`src/rtl/rbsc_pkg.sv`:
```
`default_nettype none
// ----------------------------------------------------------------------------
// rbsc_pkg
// Shared constants, types and helpers of the RSA block stream cipher.
// ----------------------------------------------------------------------------
package rbsc_pkg;

  localparam int MOD_BITS    = 31;
  localparam int W_W         = $clog2(MOD_BITS + 1);  // block width 1..MOD_BITS
  localparam int IDX_W       = $clog2(MOD_BITS);      // bit index into a residue
  localparam int BYTE_BITS   = 8;
  localparam int BYTE_CNT_W  = $clog2(BYTE_BITS + 1);
  localparam int PEND_W      = BYTE_BITS - 1;
  localparam int PCNT_W      = $clog2(BYTE_BITS);
  localparam int QDEPTH      = 16;
  localparam int QIDX_W      = $clog2(QDEPTH);
  localparam int QCNT_W      = $clog2(QDEPTH + 1);
  localparam int MAX_OUT     = 6;
  localparam int REL_W       = $clog2(MAX_OUT + 1);
  localparam int MM_W        = MOD_BITS + 2;          // 2r + a stays below 3n
  localparam int CFG_IDX_W   = 1;

  localparam logic [BYTE_BITS-1:0] TOP_BIT_OF_BYTE = 8'h80;

  localparam logic [CFG_IDX_W-1:0] CFG_KEY_EXPONENT = 1'b0;
  localparam logic [CFG_IDX_W-1:0] CFG_KEY_MODULUS  = 1'b1;

  typedef enum logic [2:0] {
    ST_IDLE,
    ST_BIT,
    ST_POW,
    ST_EMIT,
    ST_TAIL,
    ST_FLUSH,
    ST_REL
  } st_t;

  typedef enum logic [2:0] {
    EX_IDLE,
    EX_REDUCE,
    EX_TEST,
    EX_MRES,
    EX_SHIFT,
    EX_MSQR,
    EX_DONE
  } ex_state_t;

  typedef struct packed {
    logic                start;
    logic [MOD_BITS-1:0] a;
    logic [MOD_BITS-1:0] b;
  } mm_req_t;

  typedef struct packed {
    logic                done;
    logic [MOD_BITS-1:0] p;
  } mm_rsp_t;

  typedef struct packed {
    logic                start;
    logic [MOD_BITS-1:0] v;
  } ex_req_t;

  typedef struct packed {
    logic                done;
    logic [MOD_BITS-1:0] res;
  } ex_rsp_t;

  typedef struct packed {
    logic                 push;
    logic [BYTE_BITS-1:0] byte_val;
    logic                 mark;
    logic                 release_en;
  } q_cmd_t;

  // bit length of v: position of the highest set bit plus one
  function automatic logic [W_W-1:0] bit_len(input logic [MOD_BITS-1:0] v);
    logic [W_W-1:0] len;
    len = '0;
    for (int i = 0; i < MOD_BITS; i++) begin
      if (v[i]) begin
        len = W_W'(i + 1);
      end
    end
    return len;
  endfunction

endpackage
`default_nettype wire

```
`src/rtl/rbsc_modmul.sv`:
```
`default_nettype none
// ----------------------------------------------------------------------------
// rbsc_modmul
// Shared modular multiplier: a * b mod n, one bit of b per cycle, MSB first.
// ----------------------------------------------------------------------------
module rbsc_modmul
  import rbsc_pkg::*;
(
  input  wire logic                clk,
  input  wire logic                rst_n,
  input  wire mm_req_t             req,
  input  wire logic [MOD_BITS-1:0] n,
  input  wire logic [W_W-1:0]      w,
  output      mm_rsp_t             rsp
);

  logic                busy_r;
  logic                done_r;
  logic [MOD_BITS-1:0] a_r;
  logic [MOD_BITS-1:0] b_r;
  logic [MOD_BITS-1:0] acc_r;
  logic [IDX_W-1:0]    idx_r;

  logic [MM_W-1:0]     sum2;
  logic [MM_W-1:0]     n1;
  logic [MM_W-1:0]     n2;
  logic [MOD_BITS-1:0] acc_nxt;

  // 2r + bit*a < 3n, so at most two subtractions of n
  always_comb begin
    n1   = MM_W'(n);
    n2   = n1 << 1;
    sum2 = (MM_W'(acc_r) << 1) + (b_r[idx_r] ? MM_W'(a_r) : '0);
    if (sum2 >= n2) begin
      acc_nxt = MOD_BITS'(sum2 - n2);
    end else if (sum2 >= n1) begin
      acc_nxt = MOD_BITS'(sum2 - n1);
    end else begin
      acc_nxt = MOD_BITS'(sum2);
    end
  end

  always_ff @(posedge clk) begin
    if (!rst_n) begin
      busy_r <= 1'b0;
      done_r <= 1'b0;
    end else begin
      done_r <= 1'b0;
      if (req.start) begin
        busy_r <= 1'b1;
      end else if (busy_r && idx_r == '0) begin
        busy_r <= 1'b0;
        done_r <= 1'b1;
      end
    end
  end

  always_ff @(posedge clk) begin
    if (req.start) begin
      a_r   <= req.a;
      b_r   <= req.b;
      acc_r <= '0;
      idx_r <= IDX_W'(w - W_W'(1));
    end else if (busy_r) begin
      acc_r <= acc_nxt;
      idx_r <= idx_r - IDX_W'(1);
    end
  end

  assign rsp.done = done_r;
  assign rsp.p    = acc_r;

endmodule
`default_nettype wire

```
`src/rtl/rbsc_expo.sv`:
```
`default_nettype none
// ----------------------------------------------------------------------------
// rbsc_expo
// Square-and-multiply sequencer, exponent LSB first, on the shared multiplier.
// ----------------------------------------------------------------------------
module rbsc_expo
  import rbsc_pkg::*;
(
  input  wire logic                clk,
  input  wire logic                rst_n,
  input  wire ex_req_t             req,
  input  wire logic [MOD_BITS-1:0] e,
  input  wire logic [MOD_BITS-1:0] n,
  output      ex_rsp_t             rsp,
  output      mm_req_t             mm_req,
  input  wire mm_rsp_t             mm_rsp
);

  ex_state_t           st_r, st_nxt;
  logic [MOD_BITS-1:0] x_r, x_nxt;
  logic [MOD_BITS-1:0] e_r, e_nxt;
  logic [MOD_BITS-1:0] res_r, res_nxt;
  logic [MOD_BITS-1:0] e_shr;

  assign e_shr = e_r >> 1;

  always_comb begin
    st_nxt = st_r;
    case (st_r)
      EX_IDLE:   if (req.start) st_nxt = EX_REDUCE;
      EX_REDUCE: st_nxt = EX_TEST;
      EX_TEST: begin
        if (x_r == '0 || e_r == '0) begin
          st_nxt = EX_DONE;
        end else if (e_r[0]) begin
          st_nxt = EX_MRES;
        end else begin
          st_nxt = EX_SHIFT;
        end
      end
      EX_MRES:   if (mm_rsp.done) st_nxt = EX_SHIFT;
      EX_SHIFT:  st_nxt = (e_shr == '0) ? EX_DONE : EX_MSQR;
      EX_MSQR:   if (mm_rsp.done) st_nxt = EX_TEST;
      EX_DONE:   st_nxt = EX_IDLE;
      default:   st_nxt = EX_IDLE;
    endcase
  end

  always_comb begin
    x_nxt        = x_r;
    e_nxt        = e_r;
    res_nxt      = res_r;
    mm_req.start = 1'b0;
    mm_req.a     = res_r;
    mm_req.b     = x_r;
    case (st_r)
      EX_IDLE: begin
        if (req.start) begin
          x_nxt = req.v;
          e_nxt = e;
        end
      end
      EX_REDUCE: begin
        // block value is below 2^w < 2n
        if (x_r >= n) x_nxt = x_r - n;
        res_nxt = MOD_BITS'(1);
      end
      EX_TEST: begin
        // a zero base gives zero, whatever the exponent
        if (x_r == '0) begin
          res_nxt = '0;
        end else if (e_r != '0 && e_r[0]) begin
          mm_req.start = 1'b1;
        end
      end
      EX_MRES: begin
        if (mm_rsp.done) res_nxt = mm_rsp.p;
      end
      EX_SHIFT: begin
        e_nxt = e_shr;
        if (e_shr != '0) begin
          mm_req.start = 1'b1;
          mm_req.a     = x_r;
        end
      end
      EX_MSQR: begin
        if (mm_rsp.done) x_nxt = mm_rsp.p;
      end
      default: ;
    endcase
  end

  always_ff @(posedge clk) begin
    if (!rst_n) begin
      st_r <= EX_IDLE;
    end else begin
      st_r <= st_nxt;
    end
  end

  always_ff @(posedge clk) begin
    x_r   <= x_nxt;
    e_r   <= e_nxt;
    res_r <= res_nxt;
  end

  assign rsp.done = (st_r == EX_DONE);
  assign rsp.res  = res_r;

endmodule
`default_nettype wire

```
`src/rtl/rbsc_outq.sv`:
```
`default_nettype none
// ----------------------------------------------------------------------------
// rbsc_outq
// Output byte queue with last flags, release gating and output register.
// ----------------------------------------------------------------------------
module rbsc_outq
  import rbsc_pkg::*;
(
  input  wire logic                 clk,
  input  wire logic                 rst_n,
  input  wire q_cmd_t               cmd,
  output      logic                 rel_empty,
  output      logic                 out_tvalid,
  input  wire logic                 out_tready,
  output      logic [BYTE_BITS-1:0] out_tdata,
  output      logic                 out_tlast
);

  logic [BYTE_BITS-1:0] q_byte_r [QDEPTH];
  logic                 q_last_r [QDEPTH];

  logic [QIDX_W-1:0]    hd_r;
  logic [REL_W-1:0]     rel_r;    // words released, still in the ring
  logic [QCNT_W-1:0]    cnt_r;    // words queued, not yet released
  logic                 ovalid_r;
  logic [BYTE_BITS-1:0] obyte_r;
  logic                 olast_r;

  logic [QIDX_W-1:0]    tail;
  logic [QIDX_W-1:0]    newest;
  logic [REL_W-1:0]     rel_amt;
  logic                 pop;
  logic                 do_push;

  assign tail    = hd_r + QIDX_W'(rel_r) + QIDX_W'(cnt_r);
  assign newest  = tail - QIDX_W'(1);
  assign rel_amt = (cnt_r > QCNT_W'(MAX_OUT)) ? REL_W'(MAX_OUT) : REL_W'(cnt_r);
  assign pop     = (rel_r != '0) && (!ovalid_r || out_tready);
  // a word that finds the queue full is dropped
  assign do_push = cmd.push && (cnt_r < QCNT_W'(QDEPTH));

  always_ff @(posedge clk) begin
    if (!rst_n) begin
      hd_r     <= '0;
      rel_r    <= '0;
      cnt_r    <= '0;
      ovalid_r <= 1'b0;
    end else begin
      if (pop) hd_r <= hd_r + QIDX_W'(1);
      rel_r <= rel_r + (cmd.release_en ? rel_amt : '0) - (pop ? REL_W'(1) : '0);
      cnt_r <= cnt_r + (do_push ? QCNT_W'(1) : '0)
                     - (cmd.release_en ? QCNT_W'(rel_amt) : '0);
      if (pop) begin
        ovalid_r <= 1'b1;
      end else if (out_tready) begin
        ovalid_r <= 1'b0;
      end
    end
  end

  always_ff @(posedge clk) begin
    if (do_push) begin
      q_byte_r[tail] <= cmd.byte_val;
      q_last_r[tail] <= 1'b0;
    end
    if (cmd.mark && cnt_r != '0) begin
      q_last_r[newest] <= 1'b1;
    end
    if (pop) begin
      obyte_r <= q_byte_r[hd_r];
      olast_r <= q_last_r[hd_r];
    end
  end

  assign rel_empty  = (rel_r == '0);
  assign out_tvalid = ovalid_r;
  assign out_tdata  = obyte_r;
  assign out_tlast  = olast_r;

endmodule
`default_nettype wire

```
`src/rtl/rsa_block_stream_cipher.sv`:
```
`default_nettype none
// ----------------------------------------------------------------------------
// rsa_block_stream_cipher
// Byte stream in, w-bit blocks raised to the key exponent mod n, bytes out.
// ----------------------------------------------------------------------------
// Each input word carries one message byte (MSB first) and a last flag. Bits
// are gathered into blocks of w = bitlen(n - 1) bits; every full block becomes
// (v mod n)^e mod n and its w bits are repacked MSB first into output words.
// On a last word the partial block and partial output byte are zero-padded and
// the final word goes out with out_tlast. After a byte is accepted the block
// stays busy while it finishes its blocks; each block needs up to
// popcount(e) + bitlen(e) - 1 products of the shared bit-serial modular
// multiplier (none for a zero base or a zero exponent), and a last word adds
// the zero padding. in_tready is high only between bytes, once every released
// word has left the queue, at one word per cycle while out_tready is high;
// up to six queued words are released per byte, a queue of 16 holds the
// rest, and a word finding it full is dropped. The user must write registers
// with cfg_wr_en only while idle; the block itself does not enforce it.
// ----------------------------------------------------------------------------
module rsa_block_stream_cipher
  import rbsc_pkg::*;
(
  input  wire logic                 clk,
  input  wire logic                 rst_n,
  // in_tdata: [7:0] data_byte
  input  wire logic                 in_tvalid,
  output      logic                 in_tready,
  input  wire logic [BYTE_BITS-1:0] in_tdata,
  input  wire logic                 in_tlast,   // last_byte
  // out_tdata: [7:0] out_byte
  output      logic                 out_tvalid,
  input  wire logic                 out_tready,
  output      logic [BYTE_BITS-1:0] out_tdata,
  output      logic                 out_tlast,  // out_last
  input  wire logic                 cfg_wr_en,
  input  wire logic [CFG_IDX_W-1:0] cfg_index,
  input  wire logic [MOD_BITS-1:0]  cfg_wdata
);

  st_t                   st_r, st_nxt;
  logic [MOD_BITS-1:0]   key_exp_r;
  logic [MOD_BITS-1:0]   key_mod_r;
  logic [MOD_BITS-1:0]   n_r, n_nxt;
  logic [W_W-1:0]        w_r, w_nxt;
  logic [BYTE_BITS-1:0]  data_r, data_nxt;
  logic                  last_r, last_nxt;
  logic [BYTE_CNT_W-1:0] left_r, left_nxt;
  logic [MOD_BITS-1:0]   block_r, block_nxt;
  logic [W_W-1:0]        fill_r, fill_nxt;
  logic [IDX_W-1:0]      emit_r, emit_nxt;
  logic [PEND_W-1:0]     pend_r, pend_nxt;
  logic [PCNT_W-1:0]     pcnt_r, pcnt_nxt;

  logic [MOD_BITS-1:0]   n_eff;
  logic                  accept;
  logic                  bit_in;
  logic [MOD_BITS-1:0]   blk_shift;
  logic [MOD_BITS-1:0]   blk_pad;
  logic [W_W-1:0]        fill_inc;
  logic [MOD_BITS-1:0]   wmask;
  logic                  obit_vld;
  logic                  obit;

  ex_req_t ex_req;
  ex_rsp_t ex_rsp;
  mm_req_t mm_req;
  mm_rsp_t mm_rsp;
  q_cmd_t  q_cmd;
  logic    rel_empty;

  // ---- configuration ----
  always_ff @(posedge clk) begin
    if (!rst_n) begin
      key_exp_r <= MOD_BITS'(1);
      key_mod_r <= MOD_BITS'(2);
    end else if (cfg_wr_en) begin
      case (cfg_index)
        CFG_KEY_EXPONENT: key_exp_r <= cfg_wdata;
        CFG_KEY_MODULUS:  key_mod_r <= cfg_wdata;
        default: ;
      endcase
    end
  end

  assign n_eff = (key_mod_r < MOD_BITS'(2)) ? MOD_BITS'(2) : key_mod_r;

  // ---- datapath helpers ----
  assign accept    = in_tvalid && in_tready;
  assign bit_in    = |(data_r & TOP_BIT_OF_BYTE);
  assign blk_shift = {block_r[MOD_BITS-2:0], bit_in};
  assign fill_inc  = fill_r + W_W'(1);
  assign wmask     = ~({MOD_BITS{1'b1}} << w_r);
  assign blk_pad   = block_r << (w_r - fill_r);

  // ---- sequencer: next state ----
  always_comb begin
    st_nxt = st_r;
    case (st_r)
      ST_IDLE: if (accept) st_nxt = ST_BIT;
      ST_BIT: begin
        if (fill_inc >= w_r) begin
          st_nxt = ST_POW;
        end else if (left_r == BYTE_CNT_W'(1)) begin
          st_nxt = ST_TAIL;
        end
      end
      ST_POW:  if (ex_rsp.done) st_nxt = ST_EMIT;
      ST_EMIT: begin
        if (emit_r == '0) st_nxt = (left_r != '0) ? ST_BIT : ST_TAIL;
      end
      ST_TAIL: begin
        if (!last_r) begin
          st_nxt = ST_REL;
        end else if (fill_r != '0) begin
          st_nxt = ST_POW;
        end else begin
          st_nxt = ST_FLUSH;
        end
      end
      ST_FLUSH: if (pcnt_r == '0) st_nxt = ST_REL;
      ST_REL:   st_nxt = ST_IDLE;
      default:  st_nxt = ST_IDLE;
    endcase
  end

  // ---- sequencer: outputs, datapath and output bit packer ----
  always_comb begin
    in_tready        = 1'b0;
    n_nxt            = n_r;
    w_nxt            = w_r;
    data_nxt         = data_r;
    last_nxt         = last_r;
    left_nxt         = left_r;
    block_nxt        = block_r;
    fill_nxt         = fill_r;
    emit_nxt         = emit_r;
    ex_req.start     = 1'b0;
    ex_req.v         = blk_shift & wmask;
    obit_vld         = 1'b0;
    obit             = 1'b0;
    q_cmd.mark       = 1'b0;
    q_cmd.release_en = 1'b0;
    pend_nxt         = pend_r;
    pcnt_nxt         = pcnt_r;
    q_cmd.push       = 1'b0;
    case (st_r)
      ST_IDLE: begin
        in_tready = rel_empty;
        if (accept) begin
          data_nxt = in_tdata;
          last_nxt = in_tlast;
          left_nxt = BYTE_CNT_W'(BYTE_BITS);
          n_nxt    = n_eff;
          w_nxt    = bit_len(n_eff - MOD_BITS'(1));
        end
      end
      ST_BIT: begin
        data_nxt = data_r << 1;
        left_nxt = left_r - BYTE_CNT_W'(1);
        // fill can already be past w after a modulus change
        if (fill_inc >= w_r) begin
          ex_req.start = 1'b1;
          block_nxt    = '0;
          fill_nxt     = '0;
        end else begin
          block_nxt = blk_shift;
          fill_nxt  = fill_inc;
        end
      end
      ST_POW: begin
        if (ex_rsp.done) emit_nxt = IDX_W'(w_r - W_W'(1));
      end
      ST_EMIT: begin
        obit_vld = 1'b1;
        obit     = ex_rsp.res[emit_r];
        emit_nxt = emit_r - IDX_W'(1);
      end
      ST_TAIL: begin
        if (last_r && fill_r != '0) begin
          ex_req.start = 1'b1;
          ex_req.v     = blk_pad & wmask;
          block_nxt    = '0;
          fill_nxt     = '0;
        end
      end
      ST_FLUSH: begin
        if (pcnt_r != '0) begin
          obit_vld = 1'b1;
        end else begin
          q_cmd.mark = 1'b1;
        end
      end
      ST_REL: q_cmd.release_en = 1'b1;
      default: ;
    endcase
    // output bit packer
    q_cmd.byte_val = {pend_r, obit};
    if (obit_vld) begin
      pend_nxt   = {pend_r[PEND_W-2:0], obit};
      pcnt_nxt   = pcnt_r + PCNT_W'(1);
      q_cmd.push = (pcnt_r == PCNT_W'(BYTE_BITS - 1));
    end
  end

  always_ff @(posedge clk) begin
    if (!rst_n) begin
      st_r    <= ST_IDLE;
      block_r <= '0;
      fill_r  <= '0;
      pend_r  <= '0;
      pcnt_r  <= '0;
    end else begin
      st_r    <= st_nxt;
      block_r <= block_nxt;
      fill_r  <= fill_nxt;
      pend_r  <= pend_nxt;
      pcnt_r  <= pcnt_nxt;
    end
  end

  always_ff @(posedge clk) begin
    n_r    <= n_nxt;
    w_r    <= w_nxt;
    data_r <= data_nxt;
    last_r <= last_nxt;
    left_r <= left_nxt;
    emit_r <= emit_nxt;
  end

  // ---- units ----
  rbsc_expo u_expo (
    .clk    (clk),
    .rst_n  (rst_n),
    .req    (ex_req),
    .e      (key_exp_r),
    .n      (n_r),
    .rsp    (ex_rsp),
    .mm_req (mm_req),
    .mm_rsp (mm_rsp)
  );

  rbsc_modmul u_modmul (
    .clk   (clk),
    .rst_n (rst_n),
    .req   (mm_req),
    .n     (n_r),
    .w     (w_r),
    .rsp   (mm_rsp)
  );

  rbsc_outq u_outq (
    .clk        (clk),
    .rst_n      (rst_n),
    .cmd        (q_cmd),
    .rel_empty  (rel_empty),
    .out_tvalid (out_tvalid),
    .out_tready (out_tready),
    .out_tdata  (out_tdata),
    .out_tlast  (out_tlast)
  );

endmodule
`default_nettype wire

```
`config.mk`:
```
export PLATFORM = sky130hd
export DESIGN_NAME = rsa_block_stream_cipher
export DESIGN_NICKNAME = d
export VERILOG_FILES = /design/src/rtl/rbsc_pkg.sv /design/src/rtl/rbsc_modmul.sv /design/src/rtl/rbsc_expo.sv /design/src/rtl/rbsc_outq.sv /design/src/rtl/rsa_block_stream_cipher.sv
export SDC_FILE = /design/constraint.sdc
export NUM_CORES = 1
export LEC_CHECK = 0
export ABC_AREA = 0
export BUFFER_PORTS_ARGS = -buffer_cell sky130_fd_sc_hd__buf_2
export CAP_MARGIN = 20
export CORE_MARGIN = 1
export CORE_UTILIZATION = 57
export CTS_CLUSTER_SIZE = 10
export DETAILED_ROUTE_END_ITERATION = 7
export PLACE_DENSITY = 0.73
export SYNTH_ARGS = -nofsm -noshare
export SYNTH_HDL_FRONTEND = slang
export SYNTH_SLANG_ARGS = --single-unit
```
`constraint.sdc`:
```
create_clock -name clk -period 9 [get_ports clk]
set_input_delay 0.9 -clock clk [delete_from_list [all_inputs] [get_ports clk]]
set_output_delay 0.9 -clock clk [all_outputs]
set_load 0.03 [all_outputs]
```
==> run_results.csv <==
group,metric,value,unit
grt,vias_in_the_first_global_route,24500,
clock_tree,cts.repair_timing.setup_buffer_count,0,
clock_tree,worst_setup_hold_path_clk_slew,60,ps
cells_and_area,regMostFlops,"u_outq.q_byte_r",
yosys,ys_types,101,
critical_path,startpoint_type,"flip-flop",
grt,global_route.overflow_total,0,
cells_and_area,layout.cells.most_common_list,"sky130_fd_sc_hd__edfxtp_1 (367), sky130_fd_sc_hd__nand2_1 (321), sky130_fd_sc_hd__nor2_1 (275)",
timing,timing.final.crit_share,0.906,
timing,hold_slack,453,ps
job,drv.max_cap_violation_count,0,
detailed_routing,route.detailed.wl_per_inst,24.0,microns
yosys,synth-seq-area-share,0.443,
timing,max_freq,123,MHz
pwr,power_density,331,nW/um^2
die,starting_density_of_the_core,0.580,
clock_tree,htreeDepth,3,
placed_design,hpwl,71100,microns
die,boundaryPins,57,
run_status,run_status,"finished clean",
min_path,hold_start,"key_exp_r[22]$_SDFFE_PN0P_",
cells_and_area,layout.cells.most_common,"sky130_fd_sc_hd__edfxtp_1",
cells_and_area,post_route_cells_drive_above_1_share,0.119,
critical_path,cp.required,9460,ps
timing,setup-violations-final,0,
placed_design,buffer_ports.inserted,56,
clock_tree,ctsHoldBuffers,0,
pwr,power_leakage,13.3,nW
timing,finalMaxSlewViolations,0,
die,die_x,239,microns
yosys,asyncSetResetFlopFracSynth,0,
die,die_area,57300,sq um
detailed_routing,drc_errors,0,
clock_tree,cts_tree,"done",
detailed_routing,route.antenna.remaining_nets,0,
die,floorplan.rows,86,
pwr,vdd_ir_drop_max,0.294,mV
yosys,synth-edff-count,367,
yosys,syn_nets,3415,
grt,global_route.usage.total,0.336,
timing,worst_slew_margin_rel,0.215,
critical_path,maximum_fanout_along_the_worst_path,31,
timing,setup_tns,0,ps
cells_and_area,layout.nets,3398,
cells_and_area,largest_register_ffs,128,
detailed_routing,wirelength_routed,95600,microns
placed_design,gp_routability_congestion,0.969,
cells_and_area,diodes,0,
yosys,postSynth.topFlopCell,"sky130_fd_sc_hd__edfxtp_1",
cells_and_area,flow.area_growth_from_synthesis,9.36,%
die,dieHeight,239,microns
die,core_area,55400,sq um
critical_path,criticalPathCategory,"reg -> reg",
min_path,hp-class,"reg -> reg",
grt,antenna_found_initial,2,
grt,grt_first_pass_wirelength,146000,microns
critical_path,setup.reg_to_reg.worst_slack,840,ps
detailed_routing,routed_via_density,6.45,
detailed_routing,drt_first_pass_iters,6,
timing,max_slew.worst_pin.slew,1170,ps
yosys,synthDominantCellAreaShare,0.343,
yosys,synthesis.yosys.warnings,0,
clock_tree,cts.repair.resized,0,
timing,skew,45.0,ps
timing,final-hold-violation-count,0,
yosys,synthesis.instances,3190,
clock_tree,cts_inserted_buffers,66,
clock_tree,cts_root_buffer,"sky130_fd_sc_hd__clkbuf_16",
clock_tree,clkSinkCount,527,
grt,largest_net_degree_at_the_start_of_global_routing,67,
detailed_routing,vias,25600,
yosys,synth_seq_cells,527,
detailed_routing,dr.first_iter.drc_count,2947,
critical_path,cp_data_arrival_time,8620,ps
yosys,synth_top_area_cell,"sky130_fd_sc_hd__edfxtp_1",
timing,rsz_0062_raised_after_global_routing,"no",
yosys,synth.avg_cell_area,10.1,sq um
pwr,finalPower,11.6,mW
clock_tree,cts-root-to-sink-buffers,3,
timing,finalCriticalPeriod,8160,ps
critical_path,worstReg2RegStart,"u_modmul.idx_r[2]$_DFFE_PP_",
clock_tree,insertion_delay,620,ps
yosys,netlist_area,32100,sq um
critical_path,crit_path_end_kind,"flip-flop",
yosys,synthTopCellsByArea,"sky130_fd_sc_hd__edfxtp_1 (34%), sky130_fd_sc_hd__dfxtp_1 (10%), sky130_fd_sc_hd__ha_1 (6.5%), sky130_fd_sc_hd__mux4_2 (4.5%), sky130_fd_sc_hd__a21oi_1 (4.1%)",
critical_path,crit_path_start,"u_modmul.idx_r[2]$_DFFE_PP_",
## final cells by class
cell class / count / area [sq um]
Tap cell: 748 / 936
Clock inverter: 13 / 248
Clock buffer: 109 / 1860
Inverter: 120 / 453
Sequential cell: 527 / 14200
Timing Repair Buffer: 99 / 634
Fill cell: 4473 / 20300
Multi-Input combinational cell: 2359 / 16800
## worst paths after layout
kind                                     endpoint  cells after the start
setup / recovery  u_modmul.acc_r[25]$_SDFFE_PP0P_                     25
hold / removal         key_exp_r[22]$_SDFFE_PN0P_                      2
setup reg to reg  u_modmul.acc_r[25]$_SDFFE_PP0P_                     25
hold reg to reg        key_exp_r[22]$_SDFFE_PN0P_                      2
## synthesized netlist by cell type, types with 37 or more instances
cell and n:
sky130_fd_sc_hd__ha_1 168, sky130_fd_sc_hd__o21ai_0 148, sky130_fd_sc_hd__dfxtp_1 160, sky130_fd_sc_hd__nand2_1 321, sky130_fd_sc_hd__edfxtp_1 367, sky130_fd_sc_hd__a22oi_1 55
sky130_fd_sc_hd__inv_1 116, sky130_fd_sc_hd__xor2_1 45, sky130_fd_sc_hd__a21o_1 55, sky130_fd_sc_hd__a211oi_1 37, sky130_fd_sc_hd__mux2i_1 68, sky130_fd_sc_hd__a21oi_1 261
sky130_fd_sc_hd__and2_1 66, sky130_fd_sc_hd__nor3_1 64, sky130_fd_sc_hd__nor2_1 278, sky130_fd_sc_hd__and3_1 48, sky130_fd_sc_hd__mux4_2 64, sky130_fd_sc_hd__nand3_1 42
sky130_fd_sc_hd__mux2_2 74, sky130_fd_sc_hd__clkbuf_1 151, sky130_fd_sc_hd__xnor2_1 96
## worst max-delay path: stages, from the launching register on
cell,delay [ps]
sky130_fd_sc_hd__edfxtp_1,700
sky130_fd_sc_hd__mux2_2,400
sky130_fd_sc_hd__a221oi_1,280
sky130_fd_sc_hd__o211ai_1,160
sky130_fd_sc_hd__and4_1,240
sky130_fd_sc_hd__buf_4,210
sky130_fd_sc_hd__and2_1,200
sky130_fd_sc_hd__ha_1,220
sky130_fd_sc_hd__fa_1,450
sky130_fd_sc_hd__a211oi_2,240
sky130_fd_sc_hd__o21ai_1,170
sky130_fd_sc_hd__a2111oi_2,430
sky130_fd_sc_hd__nor3_1,160
sky130_fd_sc_hd__a21boi_0,430
sky130_fd_sc_hd__o21ai_0,280
sky130_fd_sc_hd__xnor2_1,480
sky130_fd_sc_hd__ha_1,380
sky130_fd_sc_hd__and3_1,240
sky130_fd_sc_hd__a221oi_1,300
sky130_fd_sc_hd__o21ai_0,180
sky130_fd_sc_hd__a211o_1,260
sky130_fd_sc_hd__a221oi_2,230
sky130_fd_sc_hd__o22a_1,640
sky130_fd_sc_hd__nand2_1,370
sky130_fd_sc_hd__a21oi_1,240
sky130_fd_sc_hd__a211oi_1,90
## power by group
group	internal (mW)	total [mW]	leakage [nW]	switching, mW
clock	1.49	2.56	0.986	1.07
combinational	2.21	5.94	7.61	3.73
sequential	2.85	3.13	4.66	0.284
total	6.55	11.6	13.3	5.08
## logic make-up after synthesis
family,after synthesis,synth area share
compound gates,828,0.168
xor+xnor,142,0.0390
fa+ha+maj,179,0.0723
buf+inv,304,0.0367
flops,527,0.443
mux,207,0.0925
simple gates,1003,0.149
## routing by layer
layer	global-route usage	share of wire	vias to the layer above
met2	0.527	0.46	1187
met5	0	0.00014	-
met3	0.0538	0.071	210
li1	-	-	11800
met4	0.130	0.040	2
met1	0.466	0.43	12400
## through the flow
step | utilization | area [sq um] | std cells | worst slack, ps
5_1_grt | 0.634 | 35100 | 3975 | 258
4_1_cts | 0.633 | 35100 | 3973 | 1030
3_5_place_dp | 0.595 | 33000 | 3851 | 1080
6_report | 0.634 | 35100 | 3975 | 842
3_3_place_gp | 0.595 | 33000 | 3849 | 1190
2_1_floorplan | - | 32100 | 3190 | 2600
Power figures use the tool's default switching activity.
